==> config.mk <==
export PLATFORM = sky130hd
export DESIGN_NAME = clock_with_temperature_display_core
export DESIGN_NICKNAME = d
export VERILOG_FILES = /design/src/cwtd_pkg.sv /design/src/clock_with_temperature_display_core.sv
export SDC_FILE = /design/constraint.sdc
export NUM_CORES = 1
export LEC_CHECK = 0
export BUFFER_PORTS_ARGS = -buffer_cell sky130_fd_sc_hd__buf_2
export CAP_MARGIN = 10
export CORE_MARGIN = 5
export CORE_UTILIZATION = 53
export CTS_CLUSTER_DIAMETER = 30
export CTS_CLUSTER_SIZE = 20
export DETAILED_ROUTE_END_ITERATION = 10
export PLACE_DENSITY_LB_ADDON = 0.08
export SLEW_MARGIN = 40
export SYNTH_ARGS = -nofsm -noshare
export SYNTH_HDL_FRONTEND = slang
export SYNTH_SLANG_ARGS = --single-unit
==> constraint.sdc <==
create_clock -name clk -period 3.4 [get_ports clk]
set_clock_uncertainty 0.05 [all_clocks]
set_input_delay 0.17 -clock clk [delete_from_list [all_inputs] [get_ports clk]]
set_output_delay 0.17 -clock clk [all_outputs]
set_load 0.02 [all_outputs]
==> src/cwtd_pkg.sv <==
// cwtd_pkg: types, codes and constants of the clock and temperature display core
// transfer payload structs, event codes, reset values and the seven-segment font
// no dependencies
package cwtd_pkg;

  typedef struct packed {
    logic [2:0] func;
    logic [9:0] adc_sample;
  } in_item_t;

  typedef struct packed {
    logic [6:0] segment_pattern;
    logic [3:0] digit_enable;
    logic [4:0] hours_now;
    logic [5:0] minutes_now;
    logic [5:0] seconds_now;
    logic [1:0] mode_now;
    logic [5:0] temperature_now;
  } out_item_t;

  typedef enum logic [2:0] {
    EV_DISPLAY = 3'd0,
    EV_TIME    = 3'd1,
    EV_MODE    = 3'd2,
    EV_SET     = 3'd3,
    EV_TEMP    = 3'd4
  } event_kind_t;

  localparam logic [1:0] MODE_RUN     = 2'd0;
  localparam logic [1:0] MODE_SET_HR  = 2'd1;
  localparam logic [1:0] MODE_SET_MIN = 2'd2;

  localparam int unsigned APB_AW = 2;
  localparam logic [APB_AW-1:0] REG_TPS_ADDR = 2'd0;

  localparam logic [7:0] TPS_RESET     = 8'd20;
  localparam logic [5:0] MINUTES_RESET = 6'd8;
  localparam logic [4:0] HOURS_RESET   = 5'd23;

  // adc*33/1023 is adc/31, done as multiply by ceil(2^15/31) and shift
  localparam int unsigned TEMP_SHIFT = 15;
  localparam logic [10:0] TEMP_RECIP = 11'd1058;

  localparam logic [6:0] SEG_DEGREE = 7'h63;
  localparam logic [6:0] SEG_C      = 7'h39;

  function automatic logic [6:0] seg_glyph(input logic [3:0] d);
    logic [6:0] p;
    unique case (d)
      4'd0:    p = 7'h3F;
      4'd1:    p = 7'h06;
      4'd2:    p = 7'h5B;
      4'd3:    p = 7'h4F;
      4'd4:    p = 7'h66;
      4'd5:    p = 7'h6D;
      4'd6:    p = 7'h7D;
      4'd7:    p = 7'h07;
      4'd8:    p = 7'h7F;
      4'd9:    p = 7'h6F;
      default: p = 7'h00;
    endcase
    return p;
  endfunction

  function automatic logic [2:0] tens_of(input logic [5:0] v);
    logic [2:0] t;
    priority if (v >= 6'd60) t = 3'd6;
    else if (v >= 6'd50)     t = 3'd5;
    else if (v >= 6'd40)     t = 3'd4;
    else if (v >= 6'd30)     t = 3'd3;
    else if (v >= 6'd20)     t = 3'd2;
    else if (v >= 6'd10)     t = 3'd1;
    else                     t = 3'd0;
    return t;
  endfunction

  function automatic logic [3:0] units_of(input logic [5:0] v);
    logic [5:0] r;
    r = v - 6'(tens_of(v)) * 6'd10;
    return r[3:0];
  endfunction

endpackage

==> src/clock_with_temperature_display_core.sv <==
// clock_with_temperature_display_core: time-of-day clock with a multiplexed
// four-digit seven-segment display and a temperature readout
// depends on cwtd_pkg
//
// Usage:
//   in_*  : one event per transfer (display tick, time tick, mode button,
//           set button, temperature sample), valid/stall handshake.
//   out_* : one result per event: segment and digit drive plus the clock,
//           mode and temperature state after that event.
//   APB   : register 0 at byte address 0 holds ticks_per_second; write it
//           only while no event is in flight. pready is tied high.
//   After the accepting edge the event sits in the input register, then moves
//   into the result register, which is where the state update lands, and
//   out_valid rises. One event per cycle is sustained while out_stall is low;
//   the state update between the two registers is combinational.
//   A stalled result holds in the output register; the input register keeps
//   accepting until it too is full, then in_stall rises.
//   Synchronous reset clears both stages and loads the reset time 23:08:00,
//   mode run, temperature 0, display blank and ticks_per_second 20.
module clock_with_temperature_display_core (
  input  logic                          clk,
  input  logic                          rst_n,
  input  logic                          in_valid,
  output logic                          in_stall,
  input  cwtd_pkg::in_item_t            in_data,
  output logic                          out_valid,
  input  logic                          out_stall,
  output cwtd_pkg::out_item_t           out_data,
  input  logic                          psel,
  input  logic                          penable,
  input  logic                          pwrite,
  input  logic [cwtd_pkg::APB_AW-1:0]   paddr,
  input  logic [31:0]                   pwdata,
  output logic [31:0]                   prdata,
  output logic                          pready
);
  import cwtd_pkg::*;

  logic       s1_vld_r;
  in_item_t   s1_item_r;
  logic       out_valid_r;
  out_item_t  out_data_r;
  logic       s2_load, s1_adv, in_fire;

  logic [7:0] tps_r;
  logic [7:0] tick_r, tick_nxt;
  logic [5:0] sec_r, sec_nxt;
  logic [5:0] min_r, min_nxt;
  logic [4:0] hr_r, hr_nxt;
  logic [1:0] mode_r, mode_nxt;
  logic [5:0] temp_r, temp_nxt;
  logic [1:0] pos_r, pos_nxt;
  logic [6:0] seg_r, seg_nxt;
  logic [3:0] dig_r, dig_nxt;

  logic        show_temp;
  logic [20:0] temp_prod;

  // config port
  assign pready = 1'b1;
  assign prdata = (paddr == REG_TPS_ADDR) ? {24'd0, tps_r} : 32'd0;

  always_ff @(posedge clk) begin
    if (!rst_n) begin
      tps_r <= TPS_RESET;
    end else if (psel && penable && pwrite && (paddr == REG_TPS_ADDR)) begin
      tps_r <= pwdata[7:0];
    end
  end

  // two-register pipeline; state commits as an item moves into the result register
  assign s2_load  = !out_valid_r || !out_stall;
  assign s1_adv   = s1_vld_r && s2_load;
  assign in_stall = s1_vld_r && !s2_load;
  assign in_fire  = in_valid && !in_stall;

  assign out_valid = out_valid_r;
  assign out_data  = out_data_r;

  always_ff @(posedge clk) begin
    if (!rst_n) begin
      s1_vld_r <= 1'b0;
    end else if (in_fire) begin
      s1_vld_r <= 1'b1;
    end else if (s1_adv) begin
      s1_vld_r <= 1'b0;
    end
  end

  always_ff @(posedge clk) begin
    if (in_fire) begin
      s1_item_r <= in_data;
    end
  end

  assign show_temp = (mode_r == MODE_RUN) && (units_of(sec_r) <= 4'd5);
  assign temp_prod = 21'(s1_item_r.adc_sample) * 21'(TEMP_RECIP);

  always_comb begin
    tick_nxt = tick_r;
    sec_nxt  = sec_r;
    min_nxt  = min_r;
    hr_nxt   = hr_r;
    mode_nxt = mode_r;
    temp_nxt = temp_r;
    pos_nxt  = pos_r;
    seg_nxt  = seg_r;
    dig_nxt  = dig_r;
    unique case (s1_item_r.func)
      EV_DISPLAY: begin
        unique case (pos_r)
          2'd0: seg_nxt = show_temp ? seg_glyph(4'(tens_of(temp_r)))
                                    : seg_glyph(4'(tens_of({1'b0, hr_r})));
          2'd1: seg_nxt = show_temp ? seg_glyph(units_of(temp_r))
                                    : seg_glyph(units_of({1'b0, hr_r}));
          2'd2: seg_nxt = show_temp ? SEG_DEGREE : seg_glyph(4'(tens_of(min_r)));
          2'd3: seg_nxt = show_temp ? SEG_C : seg_glyph(units_of(min_r));
        endcase
        dig_nxt = 4'd1 << pos_r;
        pos_nxt = pos_r + 2'd1;
      end
      EV_TIME: begin
        tick_nxt = tick_r + 8'd1;
        if (tick_nxt == tps_r) begin
          tick_nxt = 8'd0;
          sec_nxt  = sec_r + 6'd1;
        end
        if (sec_nxt >= 6'd60) begin
          sec_nxt = 6'd0;
          min_nxt = min_r + 6'd1;
        end
        if (min_nxt >= 6'd60) begin
          min_nxt = 6'd0;
          hr_nxt  = hr_r + 5'd1;
        end
        if (hr_nxt >= 5'd24) begin
          hr_nxt = 5'd0;
        end
      end
      EV_MODE: begin
        mode_nxt = (mode_r == MODE_SET_MIN) ? MODE_RUN : mode_r + 2'd1;
      end
      EV_SET: begin
        sec_nxt = 6'd0;
        if (mode_r == MODE_SET_HR) begin
          hr_nxt = (hr_r >= 5'd23) ? 5'd0 : hr_r + 5'd1;
        end else begin
          min_nxt = (min_r >= 6'd59) ? 6'd0 : min_r + 6'd1;
        end
      end
      EV_TEMP: begin
        temp_nxt = 6'(temp_prod >> TEMP_SHIFT);
      end
      default: begin
      end
    endcase
  end

  always_ff @(posedge clk) begin
    if (!rst_n) begin
      tick_r <= 8'd0;
      sec_r  <= 6'd0;
      min_r  <= MINUTES_RESET;
      hr_r   <= HOURS_RESET;
      mode_r <= MODE_RUN;
      temp_r <= 6'd0;
      pos_r  <= 2'd0;
      seg_r  <= 7'd0;
      dig_r  <= 4'd0;
    end else if (s1_adv) begin
      tick_r <= tick_nxt;
      sec_r  <= sec_nxt;
      min_r  <= min_nxt;
      hr_r   <= hr_nxt;
      mode_r <= mode_nxt;
      temp_r <= temp_nxt;
      pos_r  <= pos_nxt;
      seg_r  <= seg_nxt;
      dig_r  <= dig_nxt;
    end
  end

  always_ff @(posedge clk) begin
    if (!rst_n) begin
      out_valid_r <= 1'b0;
    end else if (s1_adv) begin
      out_valid_r <= 1'b1;
    end else if (!out_stall) begin
      out_valid_r <= 1'b0;
    end
  end

  always_ff @(posedge clk) begin
    if (s1_adv) begin
      out_data_r <= '{segment_pattern: seg_nxt, digit_enable: dig_nxt,
                      hours_now: hr_nxt, minutes_now: min_nxt,
                      seconds_now: sec_nxt, mode_now: mode_nxt,
                      temperature_now: temp_nxt};
    end
  end

  a_time_range: assert property (@(posedge clk) disable iff (!rst_n)
    (hr_r < 5'd24) && (min_r < 6'd60) && (sec_r < 6'd60) && (temp_r <= 6'd33))
    else $error("clock or temperature state out of range");

  a_mode_range: assert property (@(posedge clk) disable iff (!rst_n)
    mode_r != 2'd3)
    else $error("mode register holds an unused code");

  a_digit_onehot: assert property (@(posedge clk) disable iff (!rst_n)
    $onehot0(dig_r))
    else $error("digit select is not one-hot");

  a_stall_only_when_full: assert property (@(posedge clk) disable iff (!rst_n)
    in_stall |-> (s1_vld_r && out_valid_r && out_stall))
    else $error("input stalled while the pipeline has room");

  a_advance_gives_result: assert property (@(posedge clk) disable iff (!rst_n)
    s1_adv |=> out_valid_r)
    else $error("item left the input register without a result");

endmodule

==> metrics, run 1 <==
status=completed; IO Pins=125; CP Data Arrival Time=3.36 ns; first-pass GRT wire length=32500 µm; Initial Util=54.4%; number of global-route vias before repair=6678; Worst VDD drop=233 µV; logic gate share of total power=26.8%; Final setup viols=0; DIE WIDTH=132 µm; count of final max-slew check failures=0; hold path endpoint=tps_r[1]; # fillers=1238; drt total wl=20200 µm; R2R Path End=out_data[33]; Max Fclk=304 MHz; row count=44; area grow syn2layout=21.1%; Via density=5.71; core box area=14600 µm²; ANT cells=0; yosys warns=0; GRT Total Usage=22.0%; Internal=2.30 mW; Static Leakage=4.06 nW; CTS clk-pin slew, worst paths=0.07 ns; iteration count of the initial detailed-routing pass=5; CTS tree=built; Fin Hold WS=0.00996 ns; Syn Inst Count=940; Clk Latency, worst-skew pair=0.36 ns; Setup crit end kind=register; crit path max fanout=15; H-tree Lvls=3; switching power share of the total=31.6%; Nets=1208; Final Critical Period=3.29 ns; Seq/Total Area, Yosys=32.6%; RSZ-0062 raised after global routing=true; Fin. Hold Viols=0; Slew headroom=49.6%; commonest cells after routing, fill and taps aside=nand2_1, buf_4, ha_1, buf_2, nor2_1; most frequent CP cell=a221oi_2; Max Cap Violations=0; EDFF count, synth=49; die area=17500 µm²; flops & latches, synth=105; Routed WL per cell=16.0 µm; Mapped Area=7940 µm²; Clock Tree Root=clkbuf_16; dpl hpwl=14500 µm; Netlist cell types=74; most common cell after layout, fill and taps aside=nand2_1; Hold Path Origin=pwdata[1]; slowest CP cell=fa_1; CTS Buf Count=9; syn avg cell area=8.45 µm²; Worst Hold Class=in2reg; R2R cell count=14; worst r2r src=sec_r[3]; Hold Path Depth=3; Final period util=96.8%; Post-DRT Antenna Nets=0; Setup TNS=0 ns; Overall Power=3.37 mW; Startpoint Class=register; global route total overflow=0; ys async rst share=0%; die height=132 µm; CP peak stage delay=0.42 ns; NetSw=1.07 mW; # clock sinks=105; initial antenna violation count=0; worst-path cell chain=nor2b_1 > a211oi_1 > a21oi_1 > a221oi_2 > ha_2 > fa_1 > o21ai_2 > buf_4 > nor3_2 > buf_12 > a221oi_1 > o32a_1 > a221oi_2 > a21o_1; critical path class=reg2reg; Clk pwr share=31.3%; Post-synth top flop=dfxtp_1; worst slew pin tran=0.756 ns; Req. time, crit path=3.47 ns; vias=7206; largest net degree at the start of global routing=57; post-layout util=65.9%; gpl congestion=0.877; Post-route DRC=0; PwrDens=350 nW/µm²; Max Root-Sink Buffers=2; r2r setup slk=0.11 ns; 1st-iter DRT viols=490; ratio of cells with drive above 1 in the final layout=22.6%; PortBufs=75; Seq pwr share=41.9%
==> worst max-delay path, delay by kind of cell (launching register included) <==
family / cells / cell delay, ns
DFF: 1 / 0.36
adders and majority gates: 2 / 0.63
AOI/OAI and AO/OA: 8 / 1.53
and+or+nand+nor: 2 / 0.18
buffers and inverters: 2 / 0.31
==> cell type report <==
cell class                 count  area [µm²]  area share, %
multi-input combinational    743        5140           53.4
sequential                   105        2600           27.0
timing repair buffer         178        1220           12.7
clock buffer                  12         258           2.68
tap                          184         230           2.39
inverter                      36         135           1.41
clock inverter                 4        35.0          0.364
==> synthesized netlist by cell type, types with 4 or more instances <==
library cell	n	area share (%)
nand4_1	5	0.39
o21ba_2	6	0.76
nand2_1	111	5.2
o211ai_1	7	0.66
a221oi_1	6	0.66
a211oi_1	14	1.3
a21oi_1	58	3.7
nand3_1	25	1.6
inv_1	34	1.6
and2_1	11	0.87
mux2i_1	14	1.8
or3_1	14	1.1
buf_2	5	0.32
o21ai_0	74	4.7
edfxtp_1	49	19
nand2b_1	13	1.0
a22o_1	4	0.44
o31ai_1	11	1.0
o22ai_1	5	0.39
nor2_1	73	3.4
nor2b_1	19	1.5
a21o_1	14	1.3
mux2_2	6	0.85
dfxtp_1	56	14
a22oi_1	6	0.57
ha_1	77	12
and3_1	9	0.71
clkbuf_1	46	2.2
buf_4	25	2.4
o32ai_1	7	0.77
xnor2_1	11	1.2
o21a_1	6	0.57
a311oi_1	4	0.44
xor2_1	9	0.99
fa_1	4	1.0
nor3_1	20	1.3
a31oi_1	14	1.1
==> timing repair <==
item	in CTS	in global routing
pin swaps	1	11
setup buffers	0	2
setup endpoints to repair	11	38
gates resized for setup	6	54
hold endpoints to repair	21	0
hold buffers	21	0
gates cloned	0	1
==> per-stage QoR <==
stage	std cells	worst slack, ns	area (µm²)
after floorplan	963	0.0104	8040
after global placement	1222	-0.0437	8850
after detailed placement	1222	-0.0919	8850
after CTS	1259	0.00511	9390
after global routing	1262	-0.0497	9620
final	1262	0.109	9620
==> kinds of logic (layout without fill, tap and decap cells) <==
logic type | count (synthesis) | in the layout | share of synthesized area (%)
mux | 21 | 21 | 2.79
fa+ha+maj | 83 | 83 | 13.4
xor+xnor | 20 | 20 | 2.21
simple gates | 314 | 314 | 18.5
other cells | 2 | 25 | 0.0946
compound gates | 280 | 280 | 23.7
flops | 105 | 105 | 32.6
buf+inv | 115 | 230 | 6.69
==> sequential cells by signal (all words and copies together), names as in the netlist <==
signal,flops
dig_r,4
hr_r,5
min_r,6
mode_r,2
out_data,36
out_valid,1
pos_r,2
s1_item_r,13
s1_vld_r,1
sec_r,6
seg_r,7
temp_r,6
tick_r,8
tps_r,8
==> power groups by stage <==
stage | clock, mW | sequential (mW) | combinational (mW)
after floorplan | 0 | 1.46 | 0.539
after global placement | 0 | 1.44 | 0.804
after detailed placement | 0 | 1.44 | 0.813
after CTS | 1.07 | 1.41 | 0.854
after global routing | 1.12 | 1.42 | 0.990
final | 1.05 | 1.41 | 0.902
==> worst max path at each step <==
stage / from / to / slack [ns]
final: sec_r[3] / out_data[33] / 0.11
after global routing: temp_r[2] / seg_r[5] / -0.05
after CTS: sec_r[3] / seg_r[6] / 0.005
after detailed placement: sec_r[5] / seg_r[6] / -0.09
after global placement: sec_r[5] / seg_r[6] / -0.04
after floorplan: hr_r[2] / out_data[32] / 0.01
==> metal layers <==
layer	track usage [%]	vias to the layer above	share of wire [%]
met1	30.2	3323	46
met3	3.15	38	5.2
met4	7.47	0	2.3
li1	-	3638	-
met2	35.7	207	46
met5	0	-	0
No activity file was read; power rests on OpenSTA's default activity.
==> inputs of run 2 (changes only) <==
--- a/config.mk
+++ b/config.mk
@@ -5,10 +5,11 @@
 export SDC_FILE = /design/constraint.sdc
 export NUM_CORES = 1
 export LEC_CHECK = 0
+export ABC_AREA = 1
 export BUFFER_PORTS_ARGS = -buffer_cell sky130_fd_sc_hd__buf_2
 export CAP_MARGIN = 10
 export CORE_MARGIN = 5
-export CORE_UTILIZATION = 53
+export CORE_UTILIZATION = 52
 export CTS_CLUSTER_DIAMETER = 30
 export CTS_CLUSTER_SIZE = 20
 export DETAILED_ROUTE_END_ITERATION = 10
==> run 2 against run 1 <==
Hold slack better by 0.030 ns. Largest power group unchanged. Non-clock buffer count decreased by 50. Clock power hardly changed. Fmax shrank 1.7%. Synthesized area fell by 2.5%. Sequential share of layout area rose by 1.9 points. Critical path depth up 5.
==> metrics, run 2 <==
Netlist cell types=50 (-32%); Worst Hold Class=in2reg; Clock Tree Root=clkbuf_16; Max Cap Violations=0 (unchanged); Clk pwr share=28.9% (-2.4 points); Commonest cells post-synth=nand2_1, inv_1, a21oi_1; # clock sinks=105 (unchanged); iteration count of the initial detailed-routing pass=5 (unchanged); CTS clk-pin slew, worst paths=0.07 ns (about the same); Routed WL per cell=13.5 µm (-15%); max reg flops=36 (unchanged); Via density=5.22 (-8.7%); ys async rst share=0% (unchanged); Setup TNS=0 ns (unchanged); ANT cells=0 (unchanged); top post-synthesis cells by area=edfxtp_1, dfxtp_1, ha_1; syn avg cell area=7.52 µm² (-11%); Max Root-Sink Buffers=2 (unchanged); yosys warns=0 (unchanged); switching power share of the total=34.0% (+2.4 points); GRT Total Usage=20.3% (-1.7 points); first-pass GRT wire length=29900 µm (-8.1%); area grow syn2layout=15.9%; Static Leakage=4.40 nW (+8.2%); Reg area=2600 µm² (about the same); flops & latches, synth=105 (unchanged); Seq/Total Area, Yosys=33.5% (+0.82 points); post-placement cell count=1294 (+5.9%); Mapped Area=7750 µm² (-2.5%); CP Data Arrival Time=3.40 ns (+0.04 ns); NetSw=1.24 mW (+16%); initial antenna violation count=0 (unchanged); Worst VDD drop=303 µV (+30%); Setup crit end kind=register; row count=44 (unchanged); Multi-input gate area=4520 µm² (-12%); ratio of cells with drive above 1 in the final layout=17.8% (-4.8 points); top-count cell post-synth=nand2_1; PwrDens=405 nW/µm² (+15%); Max Fclk=299 MHz (-1.7%); die height=132 µm (-0.27%); Final period util=98.5% (+1.7 points); count of final max-slew check failures=0 (unchanged); Post-DRT Antenna Nets=0 (unchanged); largest net degree at the start of global routing=53 (-7.0%); Nets=1280 (+6.0%); post-synth top area share=19.0% (+0.47 points); worst slew pin tran=0.673 ns (-0.0825 ns); Initial Util=53.1% (-1.3 points); critical path class=reg2reg; drt total wl=18100 µm (-11%); Startpoint Class=register; Syn Inst Count=1030 (+9.6%); Final setup viols=0 (unchanged); most common cell after layout, fill and taps aside=nand2_1; H-tree Lvls=3 (unchanged); core box area=14600 µm² (unchanged); DIE WIDTH=132 µm (-0.27%); Seq pwr share=39.7% (-2.2 points); die area=17400 µm² (-0.54%); CTS tree=built; Slew headroom=55.1% (+5.6 points); PortBufs=75 (unchanged); logic gate share of total power=31.4% (+4.6 points); vias=6957 (-3.5%); Post-synth top flop=dfxtp_1; Post-route DRC=0 (unchanged); commonest cells after routing, fill and taps aside=nand2_1, inv_1, a21oi_1, buf_2, ha_1; Clk Latency, worst-skew pair=0.36 ns (about the same); dpl hpwl=13400 µm (-8.0%); Final Critical Period=3.35 ns (+0.0567 ns); Internal=2.40 mW (+4.1%); number of global-route vias before repair=6373 (-4.6%); crit path max fanout=5 (-10); Finished Layout Cells=1334 (+5.7%); # fillers=1357 (+9.6%); area leader, netlist=edfxtp_1; gpl congestion=0.877 (about the same); 1st-iter DRT viols=425 (-13%); Req. time, crit path=3.46 ns (about the same); CTS Buf Count=9 (unchanged); EDFF count, synth=49 (unchanged); Fin. Hold Viols=0 (unchanged); status=completed; IO Pins=125 (unchanged); global route total overflow=0 (unchanged)
==> run 2: cell count changes in the layout (fill, tap and decap cells not counted), moves of 12 or more <==
| cell | previous run | this run |
|---|---|---|
| a21oi_1 | 57 | 87 |
| nand2_2 | 0 | 21 |
| nand2b_1 | 12 | 0 |
| mux2i_1 | 14 | 0 |
| nand2_1 | 111 | 219 |
| nand3_1 | 24 | 71 |
| buf_4 | 79 | 38 |
| nor2b_1 | 16 | 0 |
| a21o_1 | 14 | 2 |
| nor2_1 | 71 | 53 |
| inv_1 | 32 | 129 |
| or3_1 | 13 | 0 |
==> run 2: cell type report <==
class | instances | area share [%]
Clock buffer | 11 | 2.59
Clock inverter | 5 | 0.613
Inverter | 142 | 5.94
Multi-Input combinational cell | 759 | 50.3
Sequential cell | 105 | 29.0
Tap cell | 184 | 2.56
Timing Repair Buffer | 128 | 9.03
==> run 2: kinds of logic (layout without fill, tap and decap cells) <==
group                      after synthesis  in the layout  share of synthesized area (%)
adders and majority gates               81             81                           13.5
other                                    2             25                         0.0969
and+or+nand+nor                        423            423                           25.3
DFF                                    105            105                           33.5
buffers and inverters                  189            286                           10.5
AOI/OAI and AO/OA                      217            217                           15.7
xor gates and xnor gates                13             13                           1.47
==> run 2: path summary, 6_finish.rpt <==
path                  endpoint      start  cells after the start  slack (ns)
hold / removal        s1_vld_r   in_valid                      3        0.04
hold reg to reg       seg_r[6]   seg_r[6]                      2        0.42
setup reg to reg  out_data[30]  temp_r[3]                     19        0.05
setup / recovery  out_data[30]  temp_r[3]                     19        0.05
==> run 2: stage by stage <==
stage / setup slack (ns) / util [%] / total power, mW / hold WS, ns / instance area, µm²
CTS: 0.0419 / 60.5 / 3.60 / 0.0300 / 8820
finish: 0.0522 / 61.6 / 3.63 / 0.0397 / 8980
floorplan: 0.147 / - / 2.26 / 0.219 / 7830
global placement: 0.131 / 57.5 / 2.53 / 0.297 / 8380
detailed placement: 0.0525 / 57.5 / 2.53 / 0.298 / 8380
global route: -0.107 / 61.6 / 3.88 / 0.0381 / 8980
==> run 2: power groups by stage <==
stage | Sequential (mW) | Clock, mW | Combinational [mW]
after detailed placement | 1.47 | 0 | 1.06
after global placement | 1.47 | 0 | 1.06
after CTS | 1.44 | 1.07 | 1.08
after floorplan | 1.49 | 0 | 0.770
after global routing | 1.45 | 1.13 | 1.31
final | 1.44 | 1.05 | 1.14
==> run 2: critical path: stages (launching register included) <==
cell and delay, ns:
dfxtp_4 0.36, nand2_4 0.07, inv_2 0.04, a31oi_1 0.15, o21ai_1 0.12, inv_1 0.10
nor2_1 0.06, nor2_1 0.19, inv_2 0.08, ha_4 0.17, fa_2 0.38, xor2_2 0.19
or2_4 0.25, nand2_2 0.08, nand2_2 0.07, inv_2 0.07, a21oi_1 0.05, o211ai_1 0.22
nand4_1 0.16, a22o_1 0.24
==> run 2: what timing repair did <==
action / CTS / global route
endpoints found under the hold margin: 15 / 0
resized for setup: 0 / 41
buffers inserted: 0 / 9
hold buffers: 15 / 0
endpoints found under the setup margin: 0 / 32
==> run 2: metal layers <==
metal	share of wire (%)	vias up	GRT usage [%]
met5	0	-	0
met4	1.1	0	4.17
met3	4.3	15	3.93
met2	49	156	35.2
met1	46	3166	26.4
li1	-	3620	-
